## config.mk

```make
export PLATFORM = sky130hd
export DESIGN_NAME = markup_whitespace_normalizer_unit
export DESIGN_NICKNAME = d
export VERILOG_FILES = /design/src/rtl/mwn_pkg.sv /design/src/rtl/mwn_front.sv /design/src/rtl/mwn_queue.sv /design/src/rtl/mwn_back.sv /design/src/rtl/markup_whitespace_normalizer_unit.sv
export VERILOG_INCLUDE_DIRS = /design/src /design/src/rtl
export SDC_FILE = /design/constraint.sdc
export NUM_CORES = 1
export LEC_CHECK = 0
export BUFFER_PORTS_ARGS = -buffer_cell sky130_fd_sc_hd__buf_2
export CORE_ASPECT_RATIO = 2
export CORE_MARGIN = 10
export CORE_UTILIZATION = 48
export CTS_CLUSTER_DIAMETER = 100
export DETAILED_ROUTE_END_ITERATION = 6
export HOLD_SLACK_MARGIN = 0.03
export PLACE_DENSITY = 0.68
export SLEW_MARGIN = 20
export SYNTH_ARGS = -nofsm -noshare
export SYNTH_HDL_FRONTEND = slang
export SYNTH_SLANG_ARGS = --single-unit
```

## constraint.sdc

```tcl
create_clock -name clk -period 2.85 [get_ports clk]
set_input_delay 0.4275 -clock clk [delete_from_list [all_inputs] [get_ports clk]]
set_output_delay 0.4275 -clock clk [all_outputs]
set_load 0.005 [all_outputs]
```

## src/rtl/markup_whitespace_normalizer_unit_defines.svh

```systemverilog
// Assertion helpers for the whitespace normalizer.
// Both macros sample on clk and are disabled while rst is high.
`ifndef MARKUP_WHITESPACE_NORMALIZER_UNIT_DEFINES_SVH
`define MARKUP_WHITESPACE_NORMALIZER_UNIT_DEFINES_SVH

`ifndef SYNTHESIS

// Same-cycle implication.
`define MWN_ASSERT_IMPL(label, ante, cons) \
  label: assert property (@(posedge clk) disable iff (rst) (ante) |-> (cons)) \
    else $error("mwn assertion failed");

// Next-cycle implication.
`define MWN_ASSERT_NEXT(label, ante, cons) \
  label: assert property (@(posedge clk) disable iff (rst) (ante) |=> (cons)) \
    else $error("mwn assertion failed");

`else

`define MWN_ASSERT_IMPL(label, ante, cons)
`define MWN_ASSERT_NEXT(label, ante, cons)

`endif

`endif

```

## src/rtl/mwn_pkg.sv

```systemverilog
package mwn_pkg;

  localparam int CNT_W = 6;

  localparam logic [7:0] CH_SP  = 8'h20;
  localparam logic [7:0] CH_TAB = 8'h09;
  localparam logic [7:0] CH_LF  = 8'h0A;
  localparam logic [7:0] CH_CR  = 8'h0D;

  // One classified byte: what the back end has to emit for it.
  typedef struct packed {
    logic             join_sp;   // leading join space
    logic [CNT_W-1:0] spaces;    // held spaces to release
    logic             has_byte;  // content byte follows
    logic [7:0]       data;
    logic             fin;       // last byte of the text
    logic             trunc;     // sticky truncation at this point
  } mwn_cmd_t;

endpackage

```

## src/rtl/mwn_front.sv

```systemverilog
module mwn_front #(
  parameter int MAX_WS_RUN = 60
) (
  input  logic             clk,
  input  logic             rst,
  input  logic             in_valid,
  output logic             in_ready,
  input  logic [7:0]       in_byte,
  input  logic             in_final,
  output logic             cmd_push,
  output mwn_pkg::mwn_cmd_t cmd,
  input  logic             cmd_ready
);
  import mwn_pkg::*;

  logic             on_first_line, on_first_line_next;
  logic             line_has_content, line_has_content_next;
  logic             join_pending, join_pending_next;
  logic             after_cr, after_cr_next;
  logic [CNT_W-1:0] held, held_next;
  logic             trunc, trunc_next;

  logic accept, is_lf, is_cr, is_ws, is_crlf, is_content;

  assign in_ready = cmd_ready;
  assign accept   = in_valid && in_ready;

  // Classify the incoming byte
  assign is_lf      = (in_byte == CH_LF);
  assign is_cr      = (in_byte == CH_CR);
  assign is_ws      = (in_byte == CH_SP) || (in_byte == CH_TAB);
  assign is_crlf    = after_cr && is_lf;
  assign is_content = !is_crlf && !is_lf && !is_cr && !is_ws;

  // Line state update
  always_comb begin
    on_first_line_next    = on_first_line;
    line_has_content_next = line_has_content;
    join_pending_next     = join_pending;
    after_cr_next         = 1'b0;
    held_next             = held;
    trunc_next            = trunc;
    if (is_crlf) begin
      after_cr_next = 1'b0;
    end else if (is_lf || is_cr) begin
      // drop the trailing run of a line that is not the last
      on_first_line_next    = 1'b0;
      line_has_content_next = 1'b0;
      held_next             = '0;
      after_cr_next         = is_cr;
    end else if (is_ws) begin
      if (on_first_line || line_has_content) begin
        if (held < CNT_W'(MAX_WS_RUN)) begin
          held_next = held + 1'b1;
        end else begin
          trunc_next = 1'b1;
        end
      end
    end else begin
      held_next             = '0;
      line_has_content_next = 1'b1;
      join_pending_next     = 1'b1;
    end
  end

  // Build the command for the back end
  always_comb begin
    cmd.join_sp  = is_content && !line_has_content && join_pending;
    cmd.spaces   = is_content ? held : held_next;
    cmd.has_byte = is_content;
    cmd.data     = is_content ? in_byte : 8'h00;
    cmd.fin      = in_final;
    cmd.trunc    = trunc_next;
  end

  assign cmd_push = accept && (is_content || in_final);

  // Hold state; return to the reset values after the final byte
  always_ff @(posedge clk) begin
    if (rst || (accept && in_final)) begin
      on_first_line    <= 1'b1;
      line_has_content <= 1'b0;
      join_pending     <= 1'b0;
      after_cr         <= 1'b0;
      held             <= '0;
      trunc            <= 1'b0;
    end else if (accept) begin
      on_first_line    <= on_first_line_next;
      line_has_content <= line_has_content_next;
      join_pending     <= join_pending_next;
      after_cr         <= after_cr_next;
      held             <= held_next;
      trunc            <= trunc_next;
    end
  end

endmodule

```

## src/rtl/mwn_queue.sv

```systemverilog
`include "markup_whitespace_normalizer_unit_defines.svh"

module mwn_queue #(
  parameter int DEPTH = 4
) (
  input  logic              clk,
  input  logic              rst,
  input  logic              push,
  input  mwn_pkg::mwn_cmd_t push_cmd,
  output logic              push_ready,
  input  logic              pop,
  output mwn_pkg::mwn_cmd_t head,
  output logic              head_valid
);
  import mwn_pkg::*;

  localparam int PTR_W = (DEPTH > 1) ? $clog2(DEPTH) : 1;
  localparam int FILL_W = $clog2(DEPTH + 1);

  mwn_cmd_t          slots [DEPTH];
  logic [PTR_W-1:0]  wr_ptr, rd_ptr;
  logic [FILL_W-1:0] fill;
  logic              do_push, do_pop;

  assign push_ready = (fill != FILL_W'(DEPTH));
  assign head_valid = (fill != '0);
  assign head       = slots[rd_ptr];
  assign do_push    = push && push_ready;
  assign do_pop     = pop && head_valid;

  // Store the transfer
  always_ff @(posedge clk) begin
    if (do_push) begin
      slots[wr_ptr] <= push_cmd;
    end
  end

  // Advance pointers and fill count
  always_ff @(posedge clk) begin
    if (rst) begin
      wr_ptr <= '0;
      rd_ptr <= '0;
      fill   <= '0;
    end else begin
      if (do_push) begin
        wr_ptr <= (wr_ptr == PTR_W'(DEPTH - 1)) ? '0 : wr_ptr + 1'b1;
      end
      if (do_pop) begin
        rd_ptr <= (rd_ptr == PTR_W'(DEPTH - 1)) ? '0 : rd_ptr + 1'b1;
      end
      if (do_push && !do_pop) begin
        fill <= fill + 1'b1;
      end else if (do_pop && !do_push) begin
        fill <= fill - 1'b1;
      end
    end
  end

  `MWN_ASSERT_IMPL(a_no_overflow, push, push_ready)
  `MWN_ASSERT_NEXT(a_push_fills, push && !pop && push_ready, head_valid)

endmodule

```

## src/rtl/mwn_back.sv

```systemverilog
`include "markup_whitespace_normalizer_unit_defines.svh"

module mwn_back (
  input  logic              clk,
  input  logic              rst,
  input  mwn_pkg::mwn_cmd_t head,
  input  logic              head_valid,
  output logic              pop,
  output logic              out_valid,
  input  logic              out_ready,
  output logic [7:0]        out_byte,
  output logic              has_byte,
  output logic              run_last,
  output logic              text_end,
  output logic              ws_truncated
);
  import mwn_pkg::*;

  logic     busy;
  mwn_cmd_t cur;
  logic     xfer, last;

  // Select the current result from the working command
  always_comb begin
    priority if (cur.join_sp) begin
      out_byte = CH_SP;
      has_byte = 1'b1;
      last     = (cur.spaces == '0) && !cur.has_byte;
    end else if (cur.spaces != '0) begin
      out_byte = CH_SP;
      has_byte = 1'b1;
      last     = (cur.spaces == CNT_W'(1)) && !cur.has_byte;
    end else begin
      out_byte = cur.has_byte ? cur.data : 8'h00;
      has_byte = cur.has_byte;
      last     = 1'b1;
    end
  end

  assign out_valid    = busy;
  assign run_last     = last;
  assign text_end     = cur.fin && last;
  assign ws_truncated = cur.fin && cur.trunc && last;

  assign xfer = out_valid && out_ready;
  assign pop  = head_valid && (!busy || (xfer && last));

  // Load the next command or step through the current one
  always_ff @(posedge clk) begin
    if (rst) begin
      busy <= 1'b0;
    end else if (pop) begin
      busy <= 1'b1;
    end else if (xfer && last) begin
      busy <= 1'b0;
    end
  end

  always_ff @(posedge clk) begin
    if (pop) begin
      cur <= head;
    end else if (xfer && !last) begin
      if (cur.join_sp) begin
        cur.join_sp <= 1'b0;
      end else begin
        cur.spaces <= cur.spaces - 1'b1;
      end
    end
  end

  `MWN_ASSERT_IMPL(a_marker_is_end, out_valid && !has_byte, text_end && run_last)
  `MWN_ASSERT_IMPL(a_trunc_on_end, out_valid && ws_truncated, text_end)
  `MWN_ASSERT_NEXT(a_step_keeps_busy, xfer && !last, out_valid)

endmodule

```

## src/rtl/markup_whitespace_normalizer_unit.sv

```systemverilog
// Whitespace normalizer for markup text, one byte in per transfer.
// Input channel: in_valid/in_ready with in_byte and in_final (last byte of
// the text). Output channel: out_valid/out_ready with out_byte, has_byte,
// run_last (last result of one input byte), text_end and ws_truncated.
// A byte that yields nothing and is not final produces no output transfer;
// a final byte always ends with one result flagged text_end, a bare marker
// with has_byte low if nothing else is emitted.
// Input takes one byte per cycle while the command queue has room. Each
// byte that yields output costs one queue slot; the output sequencer then
// sends one result per cycle while out_ready is high; a byte releasing N
// held spaces yields N to N+2 results, and later commands queue meanwhile.
// Each command is stored in a queue slot, then loaded into the sequencer.
// When the receiver stalls, the queue fills and in_ready drops once it holds
// QUEUE_DEPTH commands. Reset empties the queue and returns line state to
// the start of a text; no clearing pass is needed.
module markup_whitespace_normalizer_unit #(
  parameter int MAX_WS_RUN  = 60,
  parameter int QUEUE_DEPTH = 4
) (
  input  logic       clk,
  input  logic       rst,
  input  logic       in_valid,
  output logic       in_ready,
  input  logic [7:0] in_byte,
  input  logic       in_final,
  output logic       out_valid,
  input  logic       out_ready,
  output logic [7:0] out_byte,
  output logic       has_byte,
  output logic       run_last,
  output logic       text_end,
  output logic       ws_truncated
);
  import mwn_pkg::*;

  mwn_cmd_t push_cmd, head;
  logic     push, push_ready, pop, head_valid;

  mwn_front #(
    .MAX_WS_RUN (MAX_WS_RUN)
  ) u_front (
    .clk       (clk),
    .rst       (rst),
    .in_valid  (in_valid),
    .in_ready  (in_ready),
    .in_byte   (in_byte),
    .in_final  (in_final),
    .cmd_push  (push),
    .cmd       (push_cmd),
    .cmd_ready (push_ready)
  );

  mwn_queue #(
    .DEPTH (QUEUE_DEPTH)
  ) u_queue (
    .clk        (clk),
    .rst        (rst),
    .push       (push),
    .push_cmd   (push_cmd),
    .push_ready (push_ready),
    .pop        (pop),
    .head       (head),
    .head_valid (head_valid)
  );

  mwn_back u_back (
    .clk          (clk),
    .rst          (rst),
    .head         (head),
    .head_valid   (head_valid),
    .pop          (pop),
    .out_valid    (out_valid),
    .out_ready    (out_ready),
    .out_byte     (out_byte),
    .has_byte     (has_byte),
    .run_last     (run_last),
    .text_end     (text_end),
    .ws_truncated (ws_truncated)
  );

endmodule

```

==> impl_summary.txt <==
----------------------------------------------------
[Critical path]
  Type of element launching the critical path ... flop
  Critical path's top delay family ... adder cells
  CP Max Fanout ... 3
  Required time of the critical path ... 3.12 ns
  Cell type of the slowest stage on the worst timing path ... sky130_fd_sc_hd__edfxtp_1
  Buffering stage count on the worst path with inverters included ... 3
  Start-to-end type of the worst setup path ... reg -> reg
  Cells along the critical path ... inv_1, ha_1, inv_1, a21oi_1, o21a_1, a31oi_1, ha_1, inv_1, fa_1, xor2_1, or3_1, a21oi_1
  Sort of element at the end of the critical path ... flop
  Most used cell, CP ... sky130_fd_sc_hd__inv_1
  Arrival @ worst endpoint ... 2.90 ns
  Slowest stage delay, CP ... 0.37 ns

[Min path]
  Type of the most critical hold path ... in -> reg

[Power]
  Switching share of power ... 0.274
  Net switching power of the design ... 1.21 mW
  Combinational cell fraction of total power ... 0.236
  Power density of the placed cells ... 816 nW/um^2
  Leakage dissipation ... 1.92 nW
  Part of the total power dissipated in sequential elements ... 0.512
  Clock power frac ... 0.252
  Cell-internal power ... 3.22 mW
  Worst vdd rail ir drop ... 0.340 mV

[Place]
  Final Wtd Congestion ... 0.876
  Number of buffers inserted by port buffering ... 26
  Worst-case setup slack after placement ... 0.0748 ns
  Placed cell count ... 485
  Detailed Place HPWL ... 6460 um
  Area after DPL ... 5170 um^2

[Timing]
  Final setup vio count ... 0
  Final cycle utilization of the critical path ... 0.921
  Setup_tns ... 0 ns
  Post-layout min period ... 2.63 ns
  FMAX ... 0.381 GHz
  Max Clock Skew ... 0.00654 ns
  Headroom to the max-slew limit ... 0.597
  Hold Vio Cnt, Final ... 0
  Pin slew with the least headroom to its limit ... 0.603 ns
  RSZ-0062 raised after global routing ... no
  Smallest setup slack after layout ... 0.224 ns
  Max Transition Viols Final ... 0

[Cells and area]
  Number of antenna cells inserted ... 0
  Net total in the final layout ... 388
  Final standard cell utilization of the core ... 0.553
  Area of all placed cells without fillers ... 5430 um^2
  Finished Layout Cells ... 501
  Area overhead of the layout relative to synthesis ... 12.2%
  # fillers ... 845
  Share of cells above drive strength 1 ... 0.241

[GRT]
  GRT Residual Overflow ... 0
  Fraction of met2 tracks used by global routing ... 0.233
  Grt met3 use ... 0.0240
  Total global routing track utilization ... 0.124
  Met1 usage ... 0.128
  First-pass GRT wire length ... 14500 um
  Number of antenna violations at the first check in global routing ... 0
  Grt peak-use layer ... met2
  Number of global-route vias before repair ... 2882
  Maximum number of pins on one net before global-route repair ... 19

[Routing]
  DRC errors left ... 0
  Detailed-router iteration count before antenna repair ... 4
  Detailed-route vias per instance ... 5.48
  Post-detailed-route count of antenna-violating nets ... 0
  Starting DRT DRC Count ... 161
  Count of vias placed by the detailed router ... 2744
  Total routed wirelength ... 8800 um
  Routed length per instance ... 17.6 um

[Floorplanning]
  Starting density of the core ... 0.493
  Vertical extent of the die ... 162 um
  Die Wd ... 91.0 um
  IO Count ... 27
  Standard-cell rows ... 51
  Die area ... 14700 um^2
  Core Area ... 9830 um^2

[Clocking]
  CTS sink cnt ... 111
  Clk Tree Root Cell ... sky130_fd_sc_hd__clkbuf_16
  # hold bufs at CTS ... 0
  Clock transition at the registers of the reported paths ... 0.07 ns
  Num CTS Buffers ... 9
  Setup fix buffers added after clock tree synthesis ... 0
  Maximum buffer depth of the clock tree ... 2
  CTS tree ... built
  Clock latency on the worst-skew pair ... 0.34 ns
  H-tree depth ... 3
  Number of gates given a new drive strength after cts ... 0

[Yosys]
  Ys async rst share ... 0
  Total standard cell area after synthesis ... 4840 um^2
  Post-synth top cells ... sky130_fd_sc_hd__edfxtp_1 (90), sky130_fd_sc_hd__nor2_1 (23), sky130_fd_sc_hd__dfxtp_1 (21), sky130_fd_sc_hd__and2_1 (19), sky130_fd_sc_hd__mux4_2 (18)
  Syn Nets ... 351
  Synth unique cells ... 54
  Synth Flop Type ... sky130_fd_sc_hd__edfxtp_1
  Number of enable-type register cells in the synthesized netlist ... 90
  Dominant cell type by area after synthesis ... sky130_fd_sc_hd__edfxtp_1
  Sequential-to-total area share from yosys stat ... 0.645
  Mapped Cells ... 327
  Total number of yosys warnings ... 0
  Most frequent cell after synthesis ... sky130_fd_sc_hd__edfxtp_1
  #FFs+latches synth ... 111
  Synthesized area divided by synthesized cell count ... 14.8 um^2
  Leading post-synthesis cells by cell area ... sky130_fd_sc_hd__edfxtp_1 (56%), sky130_fd_sc_hd__dfxtp_1 (8.7%), sky130_fd_sc_hd__mux4_2 (8.4%)
  Area share of the largest cell type after synthesis ... 0.558

[Run]
  Max-Cap Viols ... 0

[Outcome]
  Outcome ... completed

----------------------------------------------------
==> placed cells by master (no fill, tap or decap), types with 3 or more instances in the layout <==
cell type                    n
sky130_fd_sc_hd__dfxtp_1    21
sky130_fd_sc_hd__a21oi_1    15
sky130_fd_sc_hd__or3_1       4
sky130_fd_sc_hd__clkbuf_16   9
sky130_fd_sc_hd__buf_2      26
sky130_fd_sc_hd__mux2i_1     4
sky130_fd_sc_hd__and2_1     19
sky130_fd_sc_hd__a21o_1      6
sky130_fd_sc_hd__o21a_1      4
sky130_fd_sc_hd__mux4_2     18
sky130_fd_sc_hd__o21ai_0     7
sky130_fd_sc_hd__buf_4      15
sky130_fd_sc_hd__nand2b_1    3
sky130_fd_sc_hd__nor2_1     23
sky130_fd_sc_hd__or3b_1      3
sky130_fd_sc_hd__nand2_1    11
sky130_fd_sc_hd__or2_2       4
sky130_fd_sc_hd__xor2_1      5
sky130_fd_sc_hd__ha_1       10
sky130_fd_sc_hd__and3_1      5
sky130_fd_sc_hd__nand3b_1    4
sky130_fd_sc_hd__nor3_1      6
sky130_fd_sc_hd__inv_1       8
sky130_fd_sc_hd__mux2_2      6
sky130_fd_sc_hd__edfxtp_1   90
==> power by group through the flow <==
stage                     clock, mW  sequential [mW]  combinational [mW]
after floorplan                   0             2.24               0.802
after global placement            0             2.30                1.04
after detailed placement          0             2.31                1.06
after CTS                      1.15             2.28                1.07
after global routing           1.19             2.31                1.17
final                          1.12             2.27                1.05
==> layout make-up <==
class / instances / area, um^2 / share of cell area
tap: 132 / 165 / 0.0304
sequential: 111 / 3120 / 0.575
clock inverter: 6 / 37.5 / 0.00691
timing repair buffer: 41 / 243 / 0.0447
clock buffer: 10 / 229 / 0.0421
multi-input combinational: 192 / 1600 / 0.295
inverter: 9 / 33.8 / 0.00622
==> metal layers <==
metal / vias up / wire (um)
met2: 45 / 4850
met4: 0 / 165
met3: 11 / 333
li1: 1319 / -
met1: 1369 / 3450
met5: - / 0
==> stage by stage <==
| step | power (mW) | hold WS, ns |
|---|---|---|
| after CTS | 4.49 | 0.302 |
| after detailed placement | 3.38 | 0.457 |
| after global routing | 4.67 | 0.315 |
| after global placement | 3.34 | 0.441 |
| after floorplan | 3.04 | 0.429 |
| final | 4.43 | 0.316 |
==> cells by family (layout without fill, tap and decap cells) <==
group	after synthesis	count (layout)	share of synthesized area
fa+ha+maj	11	11	0.0300
buf+inv	24	66	0.0240
compound gates	51	51	0.0726
xor+xnor	7	7	0.0127
simple gates	95	95	0.110
flops	111	111	0.645
mux	28	28	0.106
==> sequential cells by signal, summed over array words and instances, names as in the netlist, named ones only <==
register                  cells
u_back.cur                   18
u_back.out_valid              1
u_front.after_cr              1
u_front.held                  6
u_front.join_pending          1
u_front.line_has_content      1
u_front.on_first_line         1
u_front.trunc                 1
u_queue.fill                  3
u_queue.rd_ptr                2
u_queue.slots                72
u_queue.wr_ptr                2
==> worst paths after layout <==
kind	startpoint	end	slack, ns	depth (start not counted)
max	u_back.cur[11]$_DFFE_PP_	u_queue.fill[2]$_SDFFE_PP0P_	0.22	12
min reg2reg	u_front.join_pending$_SDFFE_PP0P_	u_front.join_pending$_SDFFE_PP0P_	0.48	2
max reg2reg	u_back.cur[11]$_DFFE_PP_	u_queue.fill[2]$_SDFFE_PP0P_	0.22	12
min	in_byte[4]	u_queue.slots[1][6]$_DFFE_PP_	0.32	1
No activity file was read; power rests on OpenSTA's default activity.
